**config.mk**
```make
export PLATFORM = sky130hd
export DESIGN_NAME = ddo_cordic
export DESIGN_NICKNAME = d
export VERILOG_FILES = /design/src/rtl/core/ddo_pkg.sv /design/src/rtl/core/ddo_cordic.sv
export SDC_FILE = /design/constraint.sdc
export NUM_CORES = 1
export LEC_CHECK = 0
export BUFFER_PORTS_ARGS = -buffer_cell sky130_fd_sc_hd__buf_2
export CELL_PAD_IN_SITES_DETAIL_PLACEMENT = 0
export CELL_PAD_IN_SITES_GLOBAL_PLACEMENT = 1
export CORE_MARGIN = 1
export CORE_UTILIZATION = 50
export DETAILED_ROUTE_END_ITERATION = 10
export PLACE_DENSITY_LB_ADDON = 0.1
export SLEW_MARGIN = 20
export SYNTH_ARGS = -nofsm -noshare
export SYNTH_HDL_FRONTEND = slang
export SYNTH_SLANG_ARGS = --single-unit
```
**constraint.sdc**
```tcl
create_clock -name clk -period 14.15 [get_ports clk]
set_input_delay 2.1225 -clock clk [delete_from_list [all_inputs] [get_ports clk]]
set_output_delay 2.1225 -clock clk [all_outputs]
set_load 0.05 [all_outputs]
```
**src/rtl/core/ddo_pkg.sv**
```systemverilog
`timescale 1ns / 1ps
package ddo_pkg;
  localparam int unsigned CFG_IDX_W = 8;
  localparam logic [CFG_IDX_W-1:0] REG_RESOLUTION = 8'd0;
  localparam logic [CFG_IDX_W-1:0] REG_RAD_PER_COUNT = 8'd1;
  localparam logic [15:0] RESOLUTION_RST = 16'd1000;
  localparam logic [31:0] RAD_PER_COUNT_RST = 32'd1030792;
  localparam logic signed [36:0] TWO_PI_Q32 = 37'sd26986075409;
  localparam logic signed [36:0] PI_Q32 = 37'sd13493037705;
  localparam logic signed [36:0] HALF_PI_Q32 = 37'sd6746518852;
  localparam logic signed [33:0] CORDIC_GAIN_Q30 = 34'sd652032874;
  localparam int unsigned ANG_W = 65;

  // arctangent of 2^-i, 32 fraction bits
  function automatic logic signed [36:0] atan_step(input logic [5:0] i);
    logic signed [36:0] v;
    v = '0;
    case (i)
      6'd0: v = 37'sd3373259426;
      6'd1: v = 37'sd1991351318;
      6'd2: v = 37'sd1052175346;
      6'd3: v = 37'sd534100635;
      6'd4: v = 37'sd268086748;
      6'd5: v = 37'sd134174063;
      6'd6: v = 37'sd67103403;
      6'd7: v = 37'sd33553749;
      6'd8: v = 37'sd16777131;
      6'd9: v = 37'sd8388597;
      6'd10: v = 37'sd4194303;
      default: begin
        if (i < 6'd32) v = 37'sd1 <<< (6'd32 - i);
      end
    endcase
    return v;
  endfunction
endpackage

```
**src/rtl/core/ddo_cordic.sv**
```systemverilog
`timescale 1ns / 1ps
// Iterative CORDIC, one rotation per cycle. Angle in Q32, outputs Q30.
module ddo_cordic
  import ddo_pkg::*;
#(
  parameter int STEPS = 16
) (
  input  logic               clk,
  input  logic               rst_n,
  input  logic               start,
  input  logic signed [36:0] angle,
  input  logic               flip,
  output logic               done,
  output logic signed [33:0] cos_q30,
  output logic signed [33:0] sin_q30
);
  localparam int CNT_W = $clog2(STEPS + 1);
  logic signed [33:0] x_r, y_r;
  logic signed [37:0] z_r;
  logic [CNT_W-1:0]   cnt_r;
  logic               busy_r, flip_r;
  logic signed [33:0] dx, dy;
  logic [5:0]         idx;

  assign idx = 6'(cnt_r);
  assign dx = y_r >>> idx;
  assign dy = x_r >>> idx;

  always_ff @(posedge clk) begin
    if (!rst_n) begin
      busy_r <= 1'b0;
      done   <= 1'b0;
      cnt_r  <= '0;
    end else begin
      done <= 1'b0;
      if (start) begin
        x_r    <= CORDIC_GAIN_Q30;
        y_r    <= '0;
        z_r    <= 38'(angle);
        flip_r <= flip;
        cnt_r  <= '0;
        busy_r <= 1'b1;
      end else if (busy_r) begin
        if (!z_r[37]) begin
          x_r <= x_r - dx;
          y_r <= y_r + dy;
          z_r <= z_r - 38'(atan_step(idx));
        end else begin
          x_r <= x_r + dx;
          y_r <= y_r - dy;
          z_r <= z_r + 38'(atan_step(idx));
        end
        cnt_r <= cnt_r + 1'b1;
        if (cnt_r == CNT_W'(STEPS - 1)) begin
          busy_r <= 1'b0;
          done   <= 1'b1;
        end
      end
    end
  end

  assign cos_q30 = flip_r ? -x_r : x_r;
  assign sin_q30 = flip_r ? -y_r : y_r;
endmodule

```
# --- Word level (Yosys, flattened, before mapping) ---
# Index checks and enable logic that the tools add are counted.
op_classes:
  add_sub_neg: 10
  n_lt_le_gt_ge: 1
  n_eq_ne: 11
  n_shift: 3
  n_mux: 23
  bitwise_logic: 2
  n_reduce_logical: 6
ops:
  columns: ["op", "n"]
  rows:
  - ["37-bit case mux with 11 select lines", 1]
  - ["37-bit 2-to-1 mux", 9]
  - ["34-bit 2-to-1 mux", 6]
  - ["38-bit 2-to-1 mux", 3]
  - ["34-bit adder", 2]
  - ["34-bit negator", 2]
  - ["34-bit by 5-bit >>> shifter with 34-bit output", 2]
  - ["34-bit subtractor", 2]
  - ["38-bit by 37-bit adder with 38-bit output", 1]
  - ["38-bit by 37-bit subtractor with 38-bit output", 1]
  - ["2-bit by 6-bit <<< shifter with 37-bit output, first input constant", 1]
  - ["5-bit by 3-bit equality test with 1-bit output, second input constant", 4]
  - ["5-bit by 4-bit equality test with 1-bit output, second input constant", 4]
  - ["5-bit by 2-bit equality test with 1-bit output, second input constant", 2]
  - ["6-bit logical NOT", 1]
  - ["5-bit by 6-bit < comparator with 1-bit output, second input constant", 1]
  - ["6-bit by 5-bit subtractor with 6-bit output, first input constant", 1]
  - ["5-bit by 1-bit adder with 5-bit output, second input constant", 1]
  - ["5-bit by 1-bit equality test with 1-bit output, second input constant", 1]
  - ["1-bit 2-to-1 mux", 4]
  - ["2-bit AND reduction", 2]
  - ["3-bit OR reduction", 1]
  - ["1-bit NOT", 2]
  - ["2-bit nonzero test", 1]
  - ["2-bit OR reduction", 1]
totals:
  regBits: 114
  inputBits: 41
  output_inout_bits: 69
  wordCells: 63

# --- Longest topological paths before layout ---
logic_depth:
  word_depth: 12
  mapped_depth: 35
  ltp_nobuf: 30

# --- Worst setup path after synthesis ---
# No wires, ideal clock.
synth_path:
  path_kind: "register to register"
  startpoint: "register cnt_r[0]"
  endpoint: "register z_r[25], data pin"
  arrival_time_ns: 6.479
  required_ns: 13.890
  path_slack_ns: 7.411
  stages_incl_launch_ff: 34
  n_path_buf: 6
  path_cell_list: "dfxtp_1 > buf_2 > buf_2 > inv_1 > buf_2 > clkbuf_1 > ha_1 > inv_1 > nor2_1 > ha_1 > a21oi_1 > nand4_1 > nor2_1 > a21boi_0 > ha_1 > o311a_1 > o311ai_0 > a2111oi_0 > and3_1 > clkbuf_1 > a21oi_1 > xnor2_1 > ha_1 > clkbuf_1 > a21oi_1 > o21ai_0 > a31oi_1 > o21ai_0 > o211a_1 > a211oi_1 > nor2_1 > o41ai_1 > xnor2_1 > mux2_2"
synth_via:
  elab_chain_len: 12
  word_cells_on_any_way: 29
  cone_classes: "add/sub: 3; order compare: 1; eq/ne: 10; shift: 1; mux: 13; reduce/logical: 1"
synth_lines:
  columns: ["element", "line", "rtl"]
  rows:
  - ["start, declared", "ddo_cordic.sv:20", "logic [CNT_W-1:0] cnt_r;"]
  - ["start signal, assigned", "ddo_cordic.sv:53", "cnt_r <= cnt_r + 1'b1;"]
  - ["6-bit by 5-bit subtractor with 6-bit output", "ddo_pkg.sv:31", "if (i < 6'd32) v = 37'sd1 <<< (6'd32 - i);"]
  - ["2-bit by 6-bit <<< shifter with 37-bit output", "ddo_pkg.sv:31", null]
  - ["37-bit 2-to-1 mux", "ddo_pkg.sv:31", null]
  - ["37-bit case mux with 11 select lines *", "ddo_pkg.sv:18", "case (i)"]
  - ["37-bit 2-to-1 mux", "ddo_cordic.sv:44", "if (!z_r[37]) begin"]
  - ["37-bit 2-to-1 mux", "ddo_cordic.sv:43", "end else if (busy_r) begin"]
  - ["37-bit 2-to-1 mux", "ddo_cordic.sv:36", "if (start) begin"]
  - ["37-bit 2-to-1 mux", "ddo_cordic.sv:30", "if (!rst_n) begin"]
  - ["38-bit by 37-bit subtractor with 38-bit output / 38-bit by 37-bit adder with 38-bit output (equally long branches)", "ddo_cordic.sv:47, ddo_cordic.sv:51", null]
  - ["38-bit 2-to-1 mux *", "ddo_cordic.sv:44", null]
  - ["38-bit 2-to-1 mux *", "ddo_cordic.sv:43", null]
  - ["38-bit 2-to-1 mux *", "ddo_cordic.sv:36", null]
  - ["end signal, assigned", "ddo_cordic.sv:39", "z_r <= 38'(angle);"]
  - ["end signal, assigned", "ddo_cordic.sv:47", "z_r <= z_r - 38'(atan_step(idx));"]
  - ["end signal, assigned", "ddo_cordic.sv:51", "z_r <= z_r + 38'(atan_step(idx));"]
  - ["end, declared", "ddo_cordic.sv:19", "logic signed [37:0] z_r;"]
# Mark *: on every way between the ends. The rest lies on a longest branch, timed or not. The select of a mux whose other input is x is not followed.
# A chain may end at the register's enable or synchronous reset.

# --- Final worst setup path ---
layout_path:
  startpoint: "register cnt_r[1]"
  endpoint: "register z_r[37], data pin"
# The elaborated chain is that of the path after synthesis.

==> flow_summary.json <==
{
  "outcome": "complete, no violations",
  "port_buffers": 109,
  "max_stage_delay_ns": 0.89,
  "end_kind": "flip-flop",
  "synth_top_area_cell": "edfxtp_1",
  "diodes": 0,
  "yosysWarnings": 0,
  "synthCells": 2297,
  "wirelength_mm": 69.4,
  "worstMarginPinSlew_ns": 0.971,
  "drive_gt1_frac": 0.145,
  "synth_enable_flop_cells": 107,
  "area_growth_pct": 6.86,
  "drt-pass1-iter-count": 7,
  "cts_tree": "done",
  "fp.dieH_um": 196,
  "nets": 2440,
  "crit_path_frequent_cell": "o21ai_0",
  "use_met1": 0.508,
  "power.density_mw_per_mm2": 176,
  "vias_per_cell": 6.73,
  "initial_core_util": 0.513,
  "dieArea_sq_mm": 0.0386,
  "grt_pass1_vias": 17400,
  "drt_iter0_drc": 2010,
  "p_total_uw": 3560,
  "relSlewSlack": 0.336,
  "hold_violations": 0,
  "grt_start_max_net_pins": 73,
  "maxCapViolations": 0,
  "crit_fanout": 59,
  "vias": 18800,
  "clock_latency_ns": 0.45,
  "syn_nets": 2458,
  "clock-root-buffer": "clkbuf_16",
  "finalSetupTns_ns": 0,
  "fin_crit_sh": 0.582,
  "busiest_layer": "met2",
  "ys_ff_latch": 114,
  "setup_violations": 0,
  "clockBufferDepth": 2,
  "grt_usage": 0.357,
  "timing.hold.ws_ns": 0.584,
  "fin_worst_skew_ns": 0.0113,
  "ys.flop_type": "edfxtp_1",
  "gp_congestion": 1.05,
  "die_w_um": 196,
  "arrival_ns": 8.41,
  "drc_errors": 0,
  "cts_max_level": 4,
  "syn_area_sq_mm": 0.0189,
  "slew_violations": 0,
  "min_period_ns": 8.24,
  "clock-sinks": 114,
  "yosys.area.top_type_share": 0.170,
  "routedWlPerCell_um": 24.8,
  "post-dp-hpwl_mm": 51.6,
  "ys_seq_area_frac": 0.177,
  "clk_pin_slew_ns": 0.06,
  "use_met3": 0.0666,
  "cts_resized": 0,
  "crit_type": "flip-flop to flip-flop",
  "cts_made_buffers": 17,
  "final_cell_mix": "nand2_1 (214), nor2_1 (194), xnor2_1 (164), a21oi_1 (162), o21ai_0 (143)",
  "io_pins": 110,
  "grtUsageMet2": 0.541,
  "ant_nets": 0,
  "ys_types": 86,
  "final_common_cell": "nand2_1",
  "hp-class": "flip-flop to flip-flop",
  "rsz0062_at_grt": "false",
  "fmax_mhz": 121,
  "start_kind": "flip-flop",
  "grt_first_pass_wirelength_mm": 106,
  "power.leakage_uw": 0.00778,
  "row_count": 70,
  "synth.avg_cell_area_sq_um": 8.23,
  "holdBufCountCts": 0,
  "slowest_stage": "dfxtp_4",
  "core_area_sq_mm": 0.0369,
  "peakVddDrop_mv": 0.114,
  "post_cts_buffers": 0,
  "async_reset_ff_frac": 0,
  "antenna_found_initial": 0,
  "synth_area_leaders": "edfxtp_1 (17%), mux4_2 (9.5%), ha_1 (7.7%)",
  "required_ns": 14.33,
  "overflow": 0
}
==> power by group <==
part           internal (uW)  switching [uW]
logic                    935            1430
clock network            264             196
registers                497             237
==> per-stage QoR <==
stage / setup WS (ns) / instance area [sq um] / util / std cells
2_1_floorplan: 7.41 / 18900 / - / 2297
3_3_place_gp: 6.31 / 19600 / 0.532 / 2764
3_5_place_dp: 6.12 / 19600 / 0.532 / 2764
4_1_cts: 6.04 / 20200 / 0.548 / 2796
5_1_grt: 5.26 / 20200 / 0.548 / 2796
6_report: 5.91 / 20200 / 0.548 / 2796
==> layer usage <==
layer | wire length (um) | vias up
li1 | - | 8625
met1 | 30500 | 9123
met2 | 30500 | 947
met3 | 6510 | 130
met4 | 1950 | 0
met5 | 0 | -
==> final cells by class <==
cell class / count / area [sq um]
flip-flops and latches: 114 / 3370
clock inverters: 15 / 170
fillers: 3509 / 16700
clock buffers: 17 / 425
repair buffers: 138 / 766
multi-input cells: 1959 / 14700
well taps: 504 / 631
inverters: 49 / 184
==> cells by family (layout without fill, tap and decap cells) <==
kind of cell,count (synthesis),in the layout,synth area share
adders and majority gates,120,120,0.0806
buffers and inverters,224,219,0.0484
muxes,178,178,0.150
AOI/OAI and AO/OA,699,699,0.244
xor gates and xnor gates,245,245,0.114
DFF,114,114,0.177
and+or+nand+nor,717,717,0.187
==> cell usage after synthesis (42+ instances only) <==
cell type and n:
a31oi_1 51, ha_1 117, nand2_1 214, xor2_1 81, buf_2 42, mux4_2 80, edfxtp_1 107, nor2_1 194
clkbuf_1 105, inv_1 47, mux2i_1 57, a21oi_1 162, o21ai_0 143, a21o_1 52, xnor2_1 164
==> state kept, by name (all words and copies together), names as in the netlist <==
name	flops
x_r	34
z_r	38
cnt_r	5
busy_r	1
y_r	34
flip_r	1
done	1
==> path summary, 6_finish.rpt <==
check,startpoint,endpoint,slack (ns),cells past startpoint
worst min-delay path,busy_r$_SDFF_PN0_,done$_SDFF_PP0_,0.58,2
worst min register to register,busy_r$_SDFF_PN0_,done$_SDFF_PP0_,0.58,2
worst max-delay path,cnt_r[1]$_SDFFE_PP0P_,z_r[37]$_DFFE_PP_,5.91,29
worst max register to register,cnt_r[1]$_SDFFE_PP0P_,z_r[37]$_DFFE_PP_,5.91,29
==> critical path: cells and delay by family (launching register included) <==
family	cells	cell delay, ns
simple gates	7	1.46
flops	1	0.89
fa+ha+maj	4	1.28
compound gates	13	3.52
buf+inv	3	0.52
xor+xnor	2	0.25
(Power assumes the default switching activity.)
