[src/rtl/core/ddo_pkg.sv]
`timescale 1ns / 1ps
package ddo_pkg;
  localparam int unsigned CFG_IDX_W = 8;
  localparam logic [CFG_IDX_W-1:0] REG_RESOLUTION = 8'd0;
  localparam logic [CFG_IDX_W-1:0] REG_RAD_PER_COUNT = 8'd1;
  localparam logic [15:0] RESOLUTION_RST = 16'd1000;
  localparam logic [31:0] RAD_PER_COUNT_RST = 32'd1030792;
  localparam logic signed [36:0] TWO_PI_Q32 = 37'sd26986075409;
  localparam logic signed [36:0] PI_Q32 = 37'sd13493037705;
  localparam logic signed [36:0] HALF_PI_Q32 = 37'sd6746518852;
  localparam logic signed [33:0] CORDIC_GAIN_Q30 = 34'sd652032874;
  localparam int unsigned ANG_W = 65;

  // arctangent of 2^-i, 32 fraction bits
  function automatic logic signed [36:0] atan_step(input logic [5:0] i);
    logic signed [36:0] v;
    v = '0;
    case (i)
      6'd0: v = 37'sd3373259426;
      6'd1: v = 37'sd1991351318;
      6'd2: v = 37'sd1052175346;
      6'd3: v = 37'sd534100635;
      6'd4: v = 37'sd268086748;
      6'd5: v = 37'sd134174063;
      6'd6: v = 37'sd67103403;
      6'd7: v = 37'sd33553749;
      6'd8: v = 37'sd16777131;
      6'd9: v = 37'sd8388597;
      6'd10: v = 37'sd4194303;
      default: begin
        if (i < 6'd32) v = 37'sd1 <<< (6'd32 - i);
      end
    endcase
    return v;
  endfunction
endpackage

[src/rtl/core/ddo_divider.sv]
`timescale 1ns / 1ps
// Bit-serial signed divider: restoring, one quotient bit a cycle,
// truncated toward zero. Quotient wraps to 32 bits.
module ddo_divider
  import ddo_pkg::*;
(
  input  logic               clk,
  input  logic               rst_n,
  input  logic               start,
  input  logic signed [39:0] dividend,
  input  logic [16:0]        divisor,
  output logic               done,
  output logic [31:0]        quotient
);
  logic [39:0] mag_r, mag_nxt;
  logic [16:0] rem_r, rem_nxt;
  logic [16:0] dvs_r;
  logic        neg_r;
  logic [5:0]  cnt_r;
  logic        busy_r;
  logic [17:0] trial;

  assign trial = {rem_r, mag_r[39]} - {1'b0, dvs_r};

  always_comb begin
    rem_nxt = {rem_r[15:0], mag_r[39]};
    mag_nxt = {mag_r[38:0], 1'b0};
    if (!trial[17]) begin
      rem_nxt = trial[16:0];
      mag_nxt[0] = 1'b1;
    end
  end

  always_ff @(posedge clk) begin
    if (!rst_n) begin
      busy_r <= 1'b0;
      done   <= 1'b0;
      cnt_r  <= '0;
    end else begin
      done <= 1'b0;
      if (start) begin
        busy_r <= 1'b1;
        cnt_r  <= '0;
        mag_r  <= dividend[39] ? 40'(-dividend) : dividend;
        neg_r  <= dividend[39];
        rem_r  <= '0;
        dvs_r  <= divisor;
      end else if (busy_r) begin
        rem_r <= rem_nxt;
        mag_r <= mag_nxt;
        cnt_r <= cnt_r + 6'd1;
        if (cnt_r == 6'd39) begin
          busy_r <= 1'b0;
          done   <= 1'b1;
        end
      end
    end
  end

  assign quotient = neg_r ? 32'(-mag_r) : mag_r[31:0];
endmodule

[config.mk]
export PLATFORM = sky130hd
export DESIGN_NAME = ddo_divider
export DESIGN_NICKNAME = d
export VERILOG_FILES = /design/src/rtl/core/ddo_pkg.sv /design/src/rtl/core/ddo_divider.sv
export SDC_FILE = /design/constraint.sdc
export NUM_CORES = 1
export LEC_CHECK = 0
export BUFFER_PORTS_ARGS = -buffer_cell sky130_fd_sc_hd__buf_4
export CAP_MARGIN = 15
export CORE_MARGIN = 2
export CORE_UTILIZATION = 31
export CTS_CLUSTER_SIZE = 24
export DETAILED_ROUTE_END_ITERATION = 8
export PLACE_DENSITY = 0.57
export SYNTH_ARGS = -nofsm -noshare
export SYNTH_HDL_FRONTEND = slang
export SYNTH_SLANG_ARGS = --single-unit
export TNS_END_PERCENT = 30
[constraint.sdc]
create_clock -name clk -period 3.48 [get_ports clk]
set_clock_uncertainty 0.05 [all_clocks]
set_input_delay 0.174 -clock clk [delete_from_list [all_inputs] [get_ports clk]]
set_output_delay 0.174 -clock clk [all_outputs]
set_load 0.03 [all_outputs]
Word-level counts from Yosys, hierarchy flattened
Index checks and enable logic that the tools add are counted.
{ "classes": {"n_reduce_logical": 5, "n_bitwise": 2, "mux": 11, "eq_ne": 1, "n_addsub": 4} }
{ "ops": {"columns": ["op", "count"], "rows": [
  ["$mux 40", 3],
  ["$neg 40->40", 1],
  ["$mux 17", 2],
  ["$mux 32", 1],
  ["$neg 32->32", 1],
  ["$sub 18x17->18", 1],
  ["$add 6x1->6 const B", 1],
  ["$eq 6x6->1 const B", 1],
  ["$mux 1", 5],
  ["$reduce_and 2->1", 2],
  ["$reduce_or 3->1", 1],
  ["$not 1->1", 2],
  ["$reduce_bool 2->1", 1],
  ["$reduce_or 2->1", 1]
]} }
{ "totals": {"word_cells": 30, "out_inout_bits": 33, "ff_bits": 83, "in_bits": 60} }

Logic depth before layout (Yosys ltp)
Gate-level depths: netlist of run 1.
{ "logic_depth": {"word_depth": 4, "depth_mapped": 10, "ltp_nobuf": 10} }

Least setup slack after synthesis of run 1
OpenSTA, ideal clock, no wires.
{ "synth_path": {"path_kind": "reg2out", "startpoint": "reg mag_r[0]", "endpoint": "out quotient[28]", "required_ns": 3.256, "n_path_buf": 0, "arrival_time_ns": 2.983, "slack_ns": 0.273, "path_stages_with_launch": 10, "cell_sequence": "edfxtp_1 > inv_1 > ha_1 > or4b_4 > or4_4 > or2_4 > or2_1 > or3_1 > o41ai_2 > xnor2_1"} }
{ "synth_between": {"elab_chain_cells": 2} }
{ "synth_lines": {"columns": ["element", "line_no", "source"], "rows": [
  ["start: declaration", "ddo_divider.sv:15", "logic [39:0] mag_r, mag_nxt;"],
  ["start signal: assignment", "ddo_divider.sv:44", "mag_r <= dividend[39] ? 40'(-dividend) : dividend;"],
  ["start signal: assignment", "ddo_divider.sv:50", "mag_r <= mag_nxt;"],
  ["$neg 32->32", "ddo_divider.sv:60", "assign quotient = neg_r ? 32'(-mag_r) : mag_r[31:0];"],
  ["$mux 32", "ddo_divider.sv:60", null],
  ["end: declaration", "ddo_divider.sv:13", "output logic [31:0] quotient"]
]} }
Every way passes these cells.

Final worst setup path of run 1
{ "layout_path": {"startpoint": "reg mag_r[1]", "endpoint": "out quotient[28]"} }
Same word-level chain as after synthesis.

==> impl_summary.log, run 1 <==
INFO  metric run_status = finished, violations left
INFO  metric violations_in_the_final_reports = negative setup slack
INFO  metric worst_r2r_startpoint = rem_r[3]$_SDFFCE_PP0P_
INFO  metric grt_pass1_vias = between 4000 and 5000
INFO  metric power.leakage = between 0.002 and 0.003 uW
INFO  metric cp.arrival = ~3.3 ns
INFO  metric row_count = slightly below 50
INFO  metric post_synth_fa_ha_maj_area_fraction = 4.817%
INFO  metric post_synth_main_area_contributors = sky130_fd_sc_hd__edfxtp_1, sky130_fd_sc_hd__xor2_1, sky130_fd_sc_hd__xnor2_1
INFO  metric detailedRoute.firstPassIterationCount = 5
INFO  metric met3_length = approximately 710 microns
INFO  metric ctsRootBufferMaster = sky130_fd_sc_hd__clkbuf_16
INFO  metric headroom_to_the_max_slew_limit = 28.97%
INFO  metric design_area = 0.007072 sq mm
INFO  metric post-route-period-util = 102.0%
INFO  metric routed_wirelength = 14.46 mm
INFO  metric synth_enable_flop_cells = 75
INFO  metric cp_max_fo = 3
INFO  metric route.detailed.drc = 0
INFO  metric largest_net_degree_at_the_start_of_global_routing = 100
INFO  metric clock-sinks = 83
INFO  metric antenna_violating_nets_post_route = 0
INFO  metric dieWidth = about 140 microns
INFO  metric worst_hold_margin = 0.09748 ns
INFO  metric crit_path_frequent_cell = sky130_fd_sc_hd__or2_4
INFO  metric via_per_inst = between 5 and 6
INFO  metric min_to = mag_r[0]$_DFFE_PP_
INFO  metric route.top_layer_used = met4
INFO  metric dp_hpwl = between 10 and 15 mm
INFO  metric port-buffer-count = 92
INFO  metric worstPathRequired = between 3 and 4 ns
INFO  metric place_congestion = between 0.8 and 0.9
INFO  metric chipHeight = around 140 microns
INFO  metric met2RoutedLength = about 7.1 mm
INFO  metric grt_first_pass_wirelength = 23.30 mm
INFO  metric register_area = between 0.002 and 0.0025 sq mm
INFO  metric synth_cells = 580
INFO  metric worst-setup-path-type = reg -> out
INFO  metric i_o_pin_total = 93
INFO  metric cts_htree_levels = 3
INFO  metric post_dp_cell_area = about 0.0066 sq mm
INFO  metric cts-buffers-inserted = 9
INFO  metric design.die.area = about 0.019 sq mm
INFO  metric post_synth_mux_area_share = about 2.3%
INFO  metric post-layout-total-power = around 3000 uW
INFO  metric irDropWorstVdd = ~0.00029 V
INFO  metric combinational_family_with_the_most_area_after_synthesis = simple AND/OR/NAND/NOR gates
INFO  metric mostFrequentLayoutCell = sky130_fd_sc_hd__buf_4
INFO  metric grt.total_usage = between 10 and 15%
INFO  metric synthesis.area = about 0.0056 sq mm
INFO  metric clock_period_minus_worst_slack = between 3 and 4 ns
INFO  metric synth_top_cell_by_area = sky130_fd_sc_hd__edfxtp_1
INFO  metric core_region_area = about 0.018 sq mm
INFO  metric count_of_distinct_cell_types_in_the_synthesized_netlist = 54
INFO  metric critical_path.cell_chain = inv_2 > ha_4 > or4b_4 > or4_4 > or2_4 > or2_4 > or3_4 > o41ai_4 > xnor2_1 > buf_4
INFO  metric drt_iter0_drc = approximately 270
INFO  metric number_of_warning_messages_in_the_yosys_log = 0
INFO  metric m1WireLength = roughly 6.5 mm
INFO  metric layout_stage_area_growth_over_the_synthesis_result = 26.05%
INFO  metric r2r_cells = 9
INFO  metric layout.cells.most_common_list = sky130_fd_sc_hd__buf_4, sky130_fd_sc_hd__edfxtp_1, sky130_fd_sc_hd__nor2_1
INFO  metric minimum_setup_slack_in_the_final_design = -0.06840 ns
INFO  metric synth-simple-area-share = between 10% and 20%
INFO  metric critPathCaptureType = output pin
INFO  metric rsz_0062_raised_after_global_routing = yes
INFO  metric max_freq = 0.2818 GHz
INFO  metric synth_top_flop_cell = sky130_fd_sc_hd__edfxtp_1
INFO  metric fillerInstances = 1793
INFO  metric yosys.area_share.xor_xnor = around an eighth
INFO  metric setup.reg_to_reg.worst_slack = roughly 0.60 ns
INFO  metric hold_viol = 0
INFO  metric synth_area_in_compound_gates = between 15 and 20%
INFO  metric synth-async-reset-ratio = 0%
INFO  metric syn-mean-instance-area = around 9.7 sq um
INFO  metric cp_slowest_stage_delay = 0.48 ns
INFO  metric hold_start = dividend[0]
INFO  metric grt.overflow.total = 0
INFO  metric drive_above_1_share = between 10% and 20%
INFO  metric min_path_cells = 3
INFO  metric number_of_antenna_violations_at_the_first_check_in_global_routing = 0
INFO  metric yosysSeqAreaShare = a little over two fifths
INFO  metric finalCoreUtilization = slightly below 40%
INFO  metric clock_tree.buffer_depth = 2
INFO  metric critical_path.startpoint_type = register
INFO  metric report.final.setup_viol = 2
INFO  metric final_net_count = between 700 and 800
INFO  metric timing_max_transition_violations_final = 0
INFO  metric syn_nets = about 660
INFO  metric start_util = a little under a third
INFO  metric synth_top_cell_area_share = 40.14%
INFO  metric clk_pin_slew = ~0.060 ns
INFO  metric wl_per_cell = roughly 16 microns
INFO  metric hold_class = in -> reg
INFO  metric tritoncts = built
INFO  metric regToRegEndpoint = rem_r[9]$_SDFFCE_PP0P_
INFO  metric worstSkewPairLatency = 0.34 ns
INFO  metric cap_violations = 0
INFO  metric n_antenna_cell = 0
INFO  metric ys_ff_latch = 83
INFO  metric multi_input_comb_area = slightly above 0.003 sq mm
INFO  metric standard_cell_with_the_maximum_stage_delay_on_the_critical_path = sky130_fd_sc_hd__or4b_4
INFO  metric p_per_area = roughly 430 mW/mm^2
INFO  metric worst_slew_pin_slew = 1.065 ns
INFO  metric num_vias = between 4000 and 5000
## power breakdown
part           leakage [uW]  total, uW  internal [uW]  switching (uW)
Clock              0.000137        952            557             395
Combinational       0.00181        871            381             490
Sequential         0.000776       1250           1190            60.9
## cells in the mapped netlist (3+ instances only)
master / count
sky130_fd_sc_hd__a21oi_1: 58
sky130_fd_sc_hd__xnor2_1: 39
sky130_fd_sc_hd__o21a_1: 5
sky130_fd_sc_hd__o31ai_1: 18
sky130_fd_sc_hd__inv_1: 29
sky130_fd_sc_hd__edfxtp_1: 75
sky130_fd_sc_hd__xor2_1: 43
sky130_fd_sc_hd__nor2b_1: 7
sky130_fd_sc_hd__and2_1: 4
sky130_fd_sc_hd__nand3_1: 7
sky130_fd_sc_hd__nor3_1: 5
sky130_fd_sc_hd__dfxtp_1: 8
sky130_fd_sc_hd__o41ai_1: 9
sky130_fd_sc_hd__or4_1: 9
sky130_fd_sc_hd__nor4_1: 4
sky130_fd_sc_hd__nand2_1: 31
sky130_fd_sc_hd__o22ai_1: 3
sky130_fd_sc_hd__mux2i_1: 12
sky130_fd_sc_hd__or4_4: 3
sky130_fd_sc_hd__and3_1: 3
sky130_fd_sc_hd__clkbuf_1: 20
sky130_fd_sc_hd__or3_1: 19
sky130_fd_sc_hd__ha_1: 20
sky130_fd_sc_hd__nand4_1: 3
sky130_fd_sc_hd__a21o_1: 6
sky130_fd_sc_hd__nand2b_1: 15
sky130_fd_sc_hd__o21ai_0: 28
sky130_fd_sc_hd__nor2_1: 61
sky130_fd_sc_hd__or2_2: 3
## layout make-up
| cell class | instances | share of cell area [%] |
|---|---|---|
| clock buffers | 12 | 3.344 |
| inverters | 29 | 1.539 |
| repair buffers | 119 | 13.23 |
| well taps | 229 | 4.052 |
| multi-input cells | 446 | 42.99 |
| flip-flops and latches | 83 | 34.11 |
| clock inverters | 4 | 0.7254 |
## how the worst max path moves through the flow
stage,from,end,slack [ns],depth (start not counted)
6_report,mag_r[1]$_DFFE_PP_,quotient[28],-0.07,10
5_1_grt,mag_r[1]$_DFFE_PP_,quotient[26],-0.17,10
4_1_cts,mag_r[1]$_DFFE_PP_,quotient[28],-0.15,10
3_5_place_dp,mag_r[1]$_DFFE_PP_,quotient[28],0.11,10
3_3_place_gp,mag_r[1]$_DFFE_PP_,quotient[28],0.15,10
2_1_floorplan,mag_r[0]$_DFFE_PP_,quotient[28],0.27,9
## sequential cells by signal, summed over array words and instances (netlist names)
signal  cells
busy_r      1
dvs_r      17
cnt_r       6
mag_r      40
rem_r      17
neg_r       1
done        1
## critical path: cells and delay by family (launching register included)
family | cells | cell delay, ns
XOR/XNOR | 1 | 0.16
AO/OA/AOI/OAI | 1 | 0.23
buffers and inverters | 2 | 0.29
flip-flops | 1 | 0.39
AND/OR/NAND/NOR | 5 | 1.77
adder cells (fa/ha/maj) | 1 | 0.15
## cell families (layout without fill, tap and decap cells)
family / after synthesis / after routing
flops: 83 / 83
buf+inv: 51 / 164
mux: 13 / 13
fa+ha+maj: 21 / 21
compound gates: 144 / 144
simple gates: 186 / 186
xor+xnor: 82 / 82
## stage by stage
stage | instances | setup TNS (ns) | worst slack, ns
after floorplan | 580 | 0 | 0.2729
after global placement | 886 | 0 | 0.1540
after detailed placement | 886 | 0 | 0.1134
after CTS | 922 | -0.1899 | -0.1511
after global routing | 922 | -0.3421 | -0.1714
final | 922 | -0.09102 | -0.06840
## timing repair
action,in CTS,in global routing
endpoints found under the setup margin,2,2
pin swaps,6,2
resized for setup,7,0
hold endpoints to repair,17,0
hold buffers,17,0
setup buffers,3,0
## routing by layer
layer / up-vias / GRT usage (%)
met5: - / 0
met4: 0 / 3.115
met3: 10 / 3.591
met2: 130 / 26.47
met1: 2215 / 18.54
li1: 2317 / -
Power figures use the tool's default switching activity.
==> inputs of run 2 (changes only) <==
==> constraint.sdc (replaced) <==
create_clock -name clk -period 3.48 [get_ports clk]
set_clock_uncertainty 0.05 [all_clocks]
set_input_delay 0.174 -clock clk [delete_from_list [all_inputs] [get_ports clk]]
set_output_delay 0.174 -clock clk [all_outputs]
set_load 0.005 [all_outputs]
==> impl_summary.log, run 2 (synthesized netlist as in run 1, its figures left out) <==
INFO  metric run_status = finished, violations left
INFO  metric violations_in_the_final_reports = negative setup slack
INFO  metric post-layout-total-power = 2893 uW (-5.8%)
INFO  metric register_area = 0.002412 sq mm (unchanged)
INFO  metric place_congestion = 0.8318 (-4.4%)
INFO  metric route.detailed.drc = 0 (unchanged)
INFO  metric clk_pin_slew = 0.06 ns (about the same)
INFO  metric antenna_violating_nets_post_route = 0 (unchanged)
INFO  metric p_per_area = 409.3 mW/mm^2 (-5.8%)
INFO  metric reg_top3 = mag_r (40), dvs_r (17), rem_r (17)
INFO  metric hold_viol = 0 (unchanged)
INFO  metric i_o_pin_total = 93 (unchanged)
INFO  metric standard_cell_with_the_maximum_stage_delay_on_the_critical_path = sky130_fd_sc_hd__or4b_4
INFO  metric final_cells = 924 (+0.22%)
INFO  metric crit_path_frequent_cell = sky130_fd_sc_hd__or2_4
INFO  metric drt_iter0_drc = 246 (-8.6%)
INFO  metric met3_length = 706 microns (-0.56%)
INFO  metric worst_hold_margin = 0.08796 ns (-0.009517 ns)
INFO  metric worst-setup-path-type = reg -> out
INFO  metric clock_period_minus_worst_slack = 3.504 ns (-0.04399 ns)
INFO  metric number_of_flip_flops_in_the_largest_register = 40 (unchanged)
INFO  metric grt.overflow.total = 0 (unchanged)
INFO  metric number_of_antenna_violations_at_the_first_check_in_global_routing = 0 (unchanged)
INFO  metric crit_family = simple AND/OR/NAND/NOR gates
INFO  metric met2RoutedLength = 6.967 mm (-1.3%)
INFO  metric largest_net_degree_at_the_start_of_global_routing = 91 (-9.0%)
INFO  metric mostFrequentLayoutCell = sky130_fd_sc_hd__buf_4
INFO  metric clock_tree.buffer_depth = 2 (unchanged)
INFO  metric chipHeight = 138.5 microns (unchanged)
INFO  metric cts-buffers-inserted = 9 (unchanged)
INFO  metric port-buffer-count = 92 (unchanged)
INFO  metric core_region_area = 0.01784 sq mm (unchanged)
INFO  metric dieWidth = 138.5 microns (unchanged)
INFO  metric cts_htree_levels = 3 (unchanged)
INFO  metric design.die.area = 0.01919 sq mm (unchanged)
INFO  metric worst_slew_pin_slew = 1.102 ns (+0.03622 ns)
INFO  metric route.top_layer_used = met4
INFO  metric start_util = 31.45% (unchanged)
INFO  metric layout.cells.most_common_list = sky130_fd_sc_hd__buf_4, sky130_fd_sc_hd__edfxtp_1, sky130_fd_sc_hd__nor2_1
INFO  metric headroom_to_the_max_slew_limit = 26.55% (-2.4 points)
INFO  metric largest_register = mag_r
INFO  metric routed_wirelength = 14.27 mm (-1.3%)
INFO  metric m1WireLength = 6.495 mm (-0.79%)
INFO  metric place.detailed.instances = 886 (unchanged)
INFO  metric tritoncts = built
INFO  metric num_vias = 4676 (+0.086%)
INFO  metric rsz_0062_raised_after_global_routing = yes
INFO  metric power.leakage = 0.002724 uW (-0.15%)
INFO  metric grt_pass1_vias = 4806 (+1.0%)
INFO  metric minimum_setup_slack_in_the_final_design = -0.02441 ns (+0.04400 ns)
INFO  metric drive_above_1_share = 20.00% (+0.38 points)
INFO  metric critical_path.startpoint_type = register
INFO  metric report.final.setup_viol = 2 (unchanged)
INFO  metric wl_per_cell = 15.45 microns (-1.5%)
INFO  metric multi_input_comb_area = 0.003040 sq mm (unchanged)
INFO  metric final_net_count = 772 (+0.39%)
INFO  metric cap_violations = 0 (unchanged)
INFO  metric hold_class = in -> reg
INFO  metric critical_path.cell_chain = inv_2 > ha_4 > or4b_4 > or4_4 > or2_4 > or2_4 > or3_4 > o41ai_4 > xnor2_1 > buf_4
INFO  metric cp.arrival = 3.28 ns (-0.04 ns)
INFO  metric row_count = 49 (unchanged)
INFO  metric clock-sinks = 83 (unchanged)
INFO  metric grt.total_usage = 15.20% (+0.27 points)
INFO  metric post-route-period-util = 100.7% (-1.3 points)
INFO  metric critPathCaptureType = output pin
INFO  metric max_freq = 0.2854 GHz (+1.3%)
INFO  metric timing.critical_path.buf_inv = 2 (unchanged)
INFO  metric dp_hpwl = 10.30 mm (-0.36%)
INFO  metric fillerInstances = 1809 (+0.89%)
INFO  metric n_antenna_cell = 0 (unchanged)
INFO  metric worstPathRequired = 3.26 ns (about the same)
INFO  metric timing_max_transition_violations_final = 0 (unchanged)
INFO  metric ctsRootBufferMaster = sky130_fd_sc_hd__clkbuf_16
INFO  metric cp_slowest_stage_delay = 0.48 ns (about the same)
INFO  metric cp_max_fo = 3 (unchanged)
INFO  metric detailedRoute.firstPassIterationCount = 6 (+1)
INFO  metric irDropWorstVdd = 0.0002424 V (-15%)
INFO  metric via_per_inst = 5.061 (-0.13%)
INFO  metric worstSkewPairLatency = 0.35 ns (about the same)
INFO  metric layout_stage_area_growth_over_the_synthesis_result = 25.96% (about the same)
INFO  metric grt_first_pass_wirelength = 23.69 mm (+1.7%)
[run 2: final cells by class]
type	instances	share of cell area (%)
Clock inverter	5	0.4426
Sequential cell	83	34.14
Clock buffer	10	3.240
Multi-Input combinational cell	446	43.02
Tap cell	229	4.055
Inverter	29	1.540
Timing Repair Buffer	122	13.56
[run 2: final timing paths]
kind	depth (start not counted)	from	endpoint	slack [ns]
max	10	mag_r[0]$_DFFE_PP_	quotient[28]	-0.02
min	3	dividend[0]	mag_r[0]$_DFFE_PP_	0.09
max reg2reg	9	rem_r[3]$_SDFFCE_PP0P_	rem_r[4]$_SDFFCE_PP0P_	0.62
min reg2reg	2	cnt_r[5]$_SDFFE_PP0P_	cnt_r[5]$_SDFFE_PP0P_	0.46
[run 2: power by group]
group	switching [uW]	total [uW]	internal, uW
Sequential	62.9	1250	1190
Combinational	392	772	380
Clock	395	870	476
[run 2: what timing repair did]
item,in CTS,in global routing
setup buffers,5,1
pin swaps,5,2
setup endpoints to repair,2,2
cloned,0,0
hold buffers,17,0
gates resized for setup,6,1
hold endpoints to repair,17,0
[run 2: per-stage QoR]
| step | area [sq um] | setup slack, ns | util [%] | setup TNS, ns |
|---|---|---|---|---|
| global placement | 6560 | 0.2033 | 36.77 | 0 |
| floorplan | 5610 | 0.4621 | - | 0 |
| finish | 7067 | -0.02441 | 39.61 | -0.03578 |
| global route | 7067 | -0.1433 | 39.61 | -0.2499 |
| CTS | 7059 | -0.1035 | 39.57 | -0.1347 |
| detailed placement | 6560 | 0.1579 | 36.77 | 0 |
[run 2: layer usage]
| layer | GRT usage [%] | vias to the layer above |
|---|---|---|
| met5 | 0 | - |
| met4 | 3.222 | 0 |
| met3 | 3.522 | 8 |
| met2 | 26.13 | 125 |
| met1 | 19.63 | 2215 |
| li1 | - | 2328 |
[run 2: worst min-delay path, stage by stage]
cell and delay (ns):
sky130_fd_sc_hd__buf_4 0.11, sky130_fd_sc_hd__nand2_1 0.05, sky130_fd_sc_hd__nand2_1 0.05
==> inputs of run 3 (changes only) <==
--- a/config.mk
+++ b/config.mk
@@ -5,13 +5,14 @@
 export SDC_FILE = /design/constraint.sdc
 export NUM_CORES = 1
 export LEC_CHECK = 0
+export ABC_AREA = 1
 export BUFFER_PORTS_ARGS = -buffer_cell sky130_fd_sc_hd__buf_4
 export CAP_MARGIN = 15
 export CORE_MARGIN = 2
 export CORE_UTILIZATION = 31
 export CTS_CLUSTER_SIZE = 24
 export DETAILED_ROUTE_END_ITERATION = 8
-export PLACE_DENSITY = 0.57
+export PLACE_DENSITY = 0.56
 export SYNTH_ARGS = -nofsm -noshare
 export SYNTH_HDL_FRONTEND = slang
 export SYNTH_SLANG_ARGS = --single-unit
==> impl_summary.log, run 3 <==
INFO  metric clock_tree.buffer_depth = 2 (unchanged)
INFO  metric grt_pass1_vias = 5839 (+21%)
INFO  metric finalCoreUtilization = 38.39% (-1.2 points)
INFO  metric chipHeight = 149.4 microns (+7.9%)
INFO  metric count_of_distinct_cell_types_in_the_synthesized_netlist = 34 (-37%)
INFO  metric layout.cells.most_common_list = sky130_fd_sc_hd__nand2_1, sky130_fd_sc_hd__inv_1, sky130_fd_sc_hd__nor2_1
INFO  metric cap_violations = 0 (unchanged)
INFO  metric fillerInstances = 2245 (+24%)
INFO  metric number_of_flip_flops_in_the_largest_register = 40 (unchanged)
INFO  metric cts.hold.buffers_added = 17 (unchanged)
INFO  metric timing_max_transition_violations_final = 0 (unchanged)
INFO  metric min_path_cells = 3 (unchanged)
INFO  metric cp_max_fo = 5 (+2)
INFO  metric worst_r2r_startpoint = mag_r[39]$_DFFE_PP_
INFO  metric number_of_antenna_violations_at_the_first_check_in_global_routing = 0 (unchanged)
INFO  metric grt.total_usage = 16.41% (+1.2 points)
INFO  metric synth_top_flop_cell = sky130_fd_sc_hd__edfxtp_1
INFO  metric rsz_0062_raised_after_global_routing = no
INFO  metric synthesis.area = 0.006555 sq mm (+17%)
INFO  metric max_freq = 0.3571 GHz (+25%)
INFO  metric critPathCaptureType = output pin
INFO  metric worst_slew_pin_slew = 0.8158 ns (-0.2859 ns)
INFO  metric headroom_to_the_max_slew_limit = 45.55% (+19 points)
INFO  metric port-buffer-count = 92 (unchanged)
INFO  metric ctsRootBufferMaster = sky130_fd_sc_hd__clkbuf_16
INFO  metric dp_hpwl = 13.90 mm (+35%)
INFO  metric register_area = 0.002412 sq mm (unchanged)
INFO  metric ys_ff_latch = 83 (unchanged)
INFO  metric irDropWorstVdd = 0.0002433 V (+0.38%)
INFO  metric i_o_pin_total = 93 (unchanged)
INFO  metric power.leakage = 0.003792 uW (+39%)
INFO  metric dieWidth = 149.4 microns (+7.9%)
INFO  metric post-route-period-util = 80.47% (-20 points)
INFO  metric tns = 0 ns (+0.03578 ns)
INFO  metric worst_setup_path_startpoint = mag_r[0]$_DFFE_PP_
INFO  metric layout_stage_area_growth_over_the_synthesis_result = 22.35%
INFO  metric largest_net_degree_at_the_start_of_global_routing = 43 (-53%)
INFO  metric detailedRoute.firstPassIterationCount = 5 (-1)
INFO  metric largest_register = mag_r
INFO  metric worstPathRequired = 3.26 ns (about the same)
INFO  metric synth_top_cell_by_area = sky130_fd_sc_hd__edfxtp_1
INFO  metric reg_top3 = mag_r (40), dvs_r (17), rem_r (17)
INFO  metric wl_per_cell = 13.51 microns (-13%)
INFO  metric antenna_violating_nets_post_route = 0 (unchanged)
INFO  metric library_cell_with_the_highest_instance_count_after_synthesis = sky130_fd_sc_hd__nand2_1
INFO  metric drt_iter0_drc = 307 (+25%)
INFO  metric mostFrequentLayoutCell = sky130_fd_sc_hd__nand2_1
INFO  metric cts-buffers-inserted = 9 (unchanged)
INFO  metric clk_pin_slew = 0.06 ns (about the same)
INFO  metric hold_viol = 0 (unchanged)
INFO  metric p_per_area = 386.5 mW/mm^2 (-5.6%)
INFO  metric tritoncts = built
INFO  metric place_congestion = 0.8618 (+3.6%)
INFO  metric drive_above_1_share = 12.98% (-7.0 points)
INFO  metric row_count = 53 (+8.2%)
INFO  metric route.detailed.drc = 0 (unchanged)
INFO  metric hold_start = rst_n
INFO  metric synth_top_cell_area_share = 34.36% (-5.8 points)
INFO  metric cp.arrival = 2.58 ns (-0.70 ns)
INFO  metric final_net_count = 1124 (+46%)
INFO  metric syn_nets = 1020 (+54%)
INFO  metric report.final.setup_viol = 0 (-2)
INFO  metric cts_htree_levels = 3 (unchanged)
INFO  metric design.die.area = 0.02232 sq mm (+16%)
INFO  metric routed_wirelength = 17.87 mm (+25%)
INFO  metric core_region_area = 0.02089 sq mm (+17%)
INFO  metric worst-setup-path-type = reg -> out
INFO  metric synth_cells = 939 (+62%)
INFO  metric hold_class = in -> reg
INFO  metric cts-resized-gates = 0 (-6)
INFO  metric yosysSeqAreaShare = 36.80% (-6.2 points)
INFO  metric critical_path.startpoint_type = register
INFO  metric run_status = finished, final reports clean
INFO  metric number_of_warning_messages_in_the_yosys_log = 0 (unchanged)
INFO  metric n_antenna_cell = 0 (unchanged)
INFO  metric r2r_cells = 15 (+6)
INFO  metric via_per_inst = 4.649 (-8.1%)
INFO  metric start_util = 31.38% (-0.066 points)
INFO  metric grt_first_pass_wirelength = 28.80 mm (+22%)
INFO  metric grt.overflow.total = 0 (unchanged)
INFO  metric synth_enable_flop_cells = 75 (unchanged)
INFO  metric multi_input_comb_area = 0.003532 sq mm (+16%)
INFO  metric clock_period_minus_worst_slack = 2.800 ns (-0.7041 ns)
INFO  metric post_synth_main_area_contributors = sky130_fd_sc_hd__edfxtp_1, sky130_fd_sc_hd__nand2_1, sky130_fd_sc_hd__inv_1
INFO  metric num_vias = 6151 (+32%)
INFO  metric syn-mean-instance-area = 6.981 sq um (-28%)
INFO  metric post_cts_buffers = 0 (-5)
INFO  metric synth-async-reset-ratio = 0% (unchanged)
INFO  metric synth.cells.most_frequent = sky130_fd_sc_hd__nand2_1, sky130_fd_sc_hd__inv_1, sky130_fd_sc_hd__nor2_1
INFO  metric clock-sinks = 83 (unchanged)
INFO  metric worstSkewPairLatency = 0.35 ns (about the same)
-- run 3: cell families (layout without fill, tap and decap cells) --
family | Yosys count | in the layout | share of synthesized area (%)
DFF | 83 | 83 | 36.80
xor gates and xnor gates | 53 | 53 | 7.082
buffers and inverters | 164 | 273 | 9.487
adders and majority gates | 21 | 21 | 4.123
AOI/OAI and AO/OA | 89 | 89 | 7.349
and+or+nand+nor | 529 | 529 | 35.16
-- run 3: path summary, 6_finish.rpt --
path / slack [ns] / endpoint
max: 0.68 / quotient[20]
min: 0.12 / done$_SDFF_PP0_
max reg2reg: 1.15 / rem_r[16]$_SDFFCE_PP0P_
min reg2reg: 0.45 / cnt_r[1]$_SDFFE_PP0P_
-- run 3: metrics by stage --
stage	power [uW]	cells	worst slack [ns]	area (sq um)	hold slack [ns]
2_1_floorplan	1819	939	0.8478	6559	0.2229
3_3_place_gp	2137	1290	1.029	7559	0.3028
3_5_place_dp	2134	1290	1.082	7559	0.3035
4_1_cts	3122	1323	0.6829	8020	0.1157
5_1_grt	3286	1323	0.5163	8020	0.1285
6_report	3100	1323	0.6797	8020	0.1182
-- run 3: layer usage --
metal  GRT usage (%)  share of wire (%)  vias up
met1           22.33                 49     2767
li1                -                  -     3249
met2           27.36                 47      122
met4           5.000                1.3        0
met3           1.890                3.6       13
met5               0                  0        -
-- run 3: layout make-up --
| cell class | count | share of cell area [%] |
|---|---|---|
| multi-input combinational | 692 | 44.04 |
| sequential | 83 | 30.08 |
| timing repair buffer | 112 | 11.17 |
| inverter | 145 | 6.786 |
| tap | 275 | 4.290 |
| clock buffer | 9 | 2.808 |
| clock inverter | 7 | 0.8268 |
-- run 3: report_power, final --
| part | internal, uW | switching (uW) | total (uW) |
|---|---|---|---|
| combinational | 353 | 542 | 895 |
| sequential | 1190 | 46.7 | 1230 |
| clock | 553 | 420 | 972 |
-- run 3: worst max-delay path: stages (launching register included) --
cell,delay (ns)
sky130_fd_sc_hd__edfxtp_1,0.41
sky130_fd_sc_hd__inv_1,0.12
sky130_fd_sc_hd__ha_1,0.24
sky130_fd_sc_hd__nand3_1,0.19
sky130_fd_sc_hd__nor2_1,0.28
sky130_fd_sc_hd__nand4_1,0.14
sky130_fd_sc_hd__nor3_1,0.24
sky130_fd_sc_hd__nand2_1,0.09
sky130_fd_sc_hd__nand2_1,0.09
sky130_fd_sc_hd__xor2_1,0.26
sky130_fd_sc_hd__buf_4,0.17
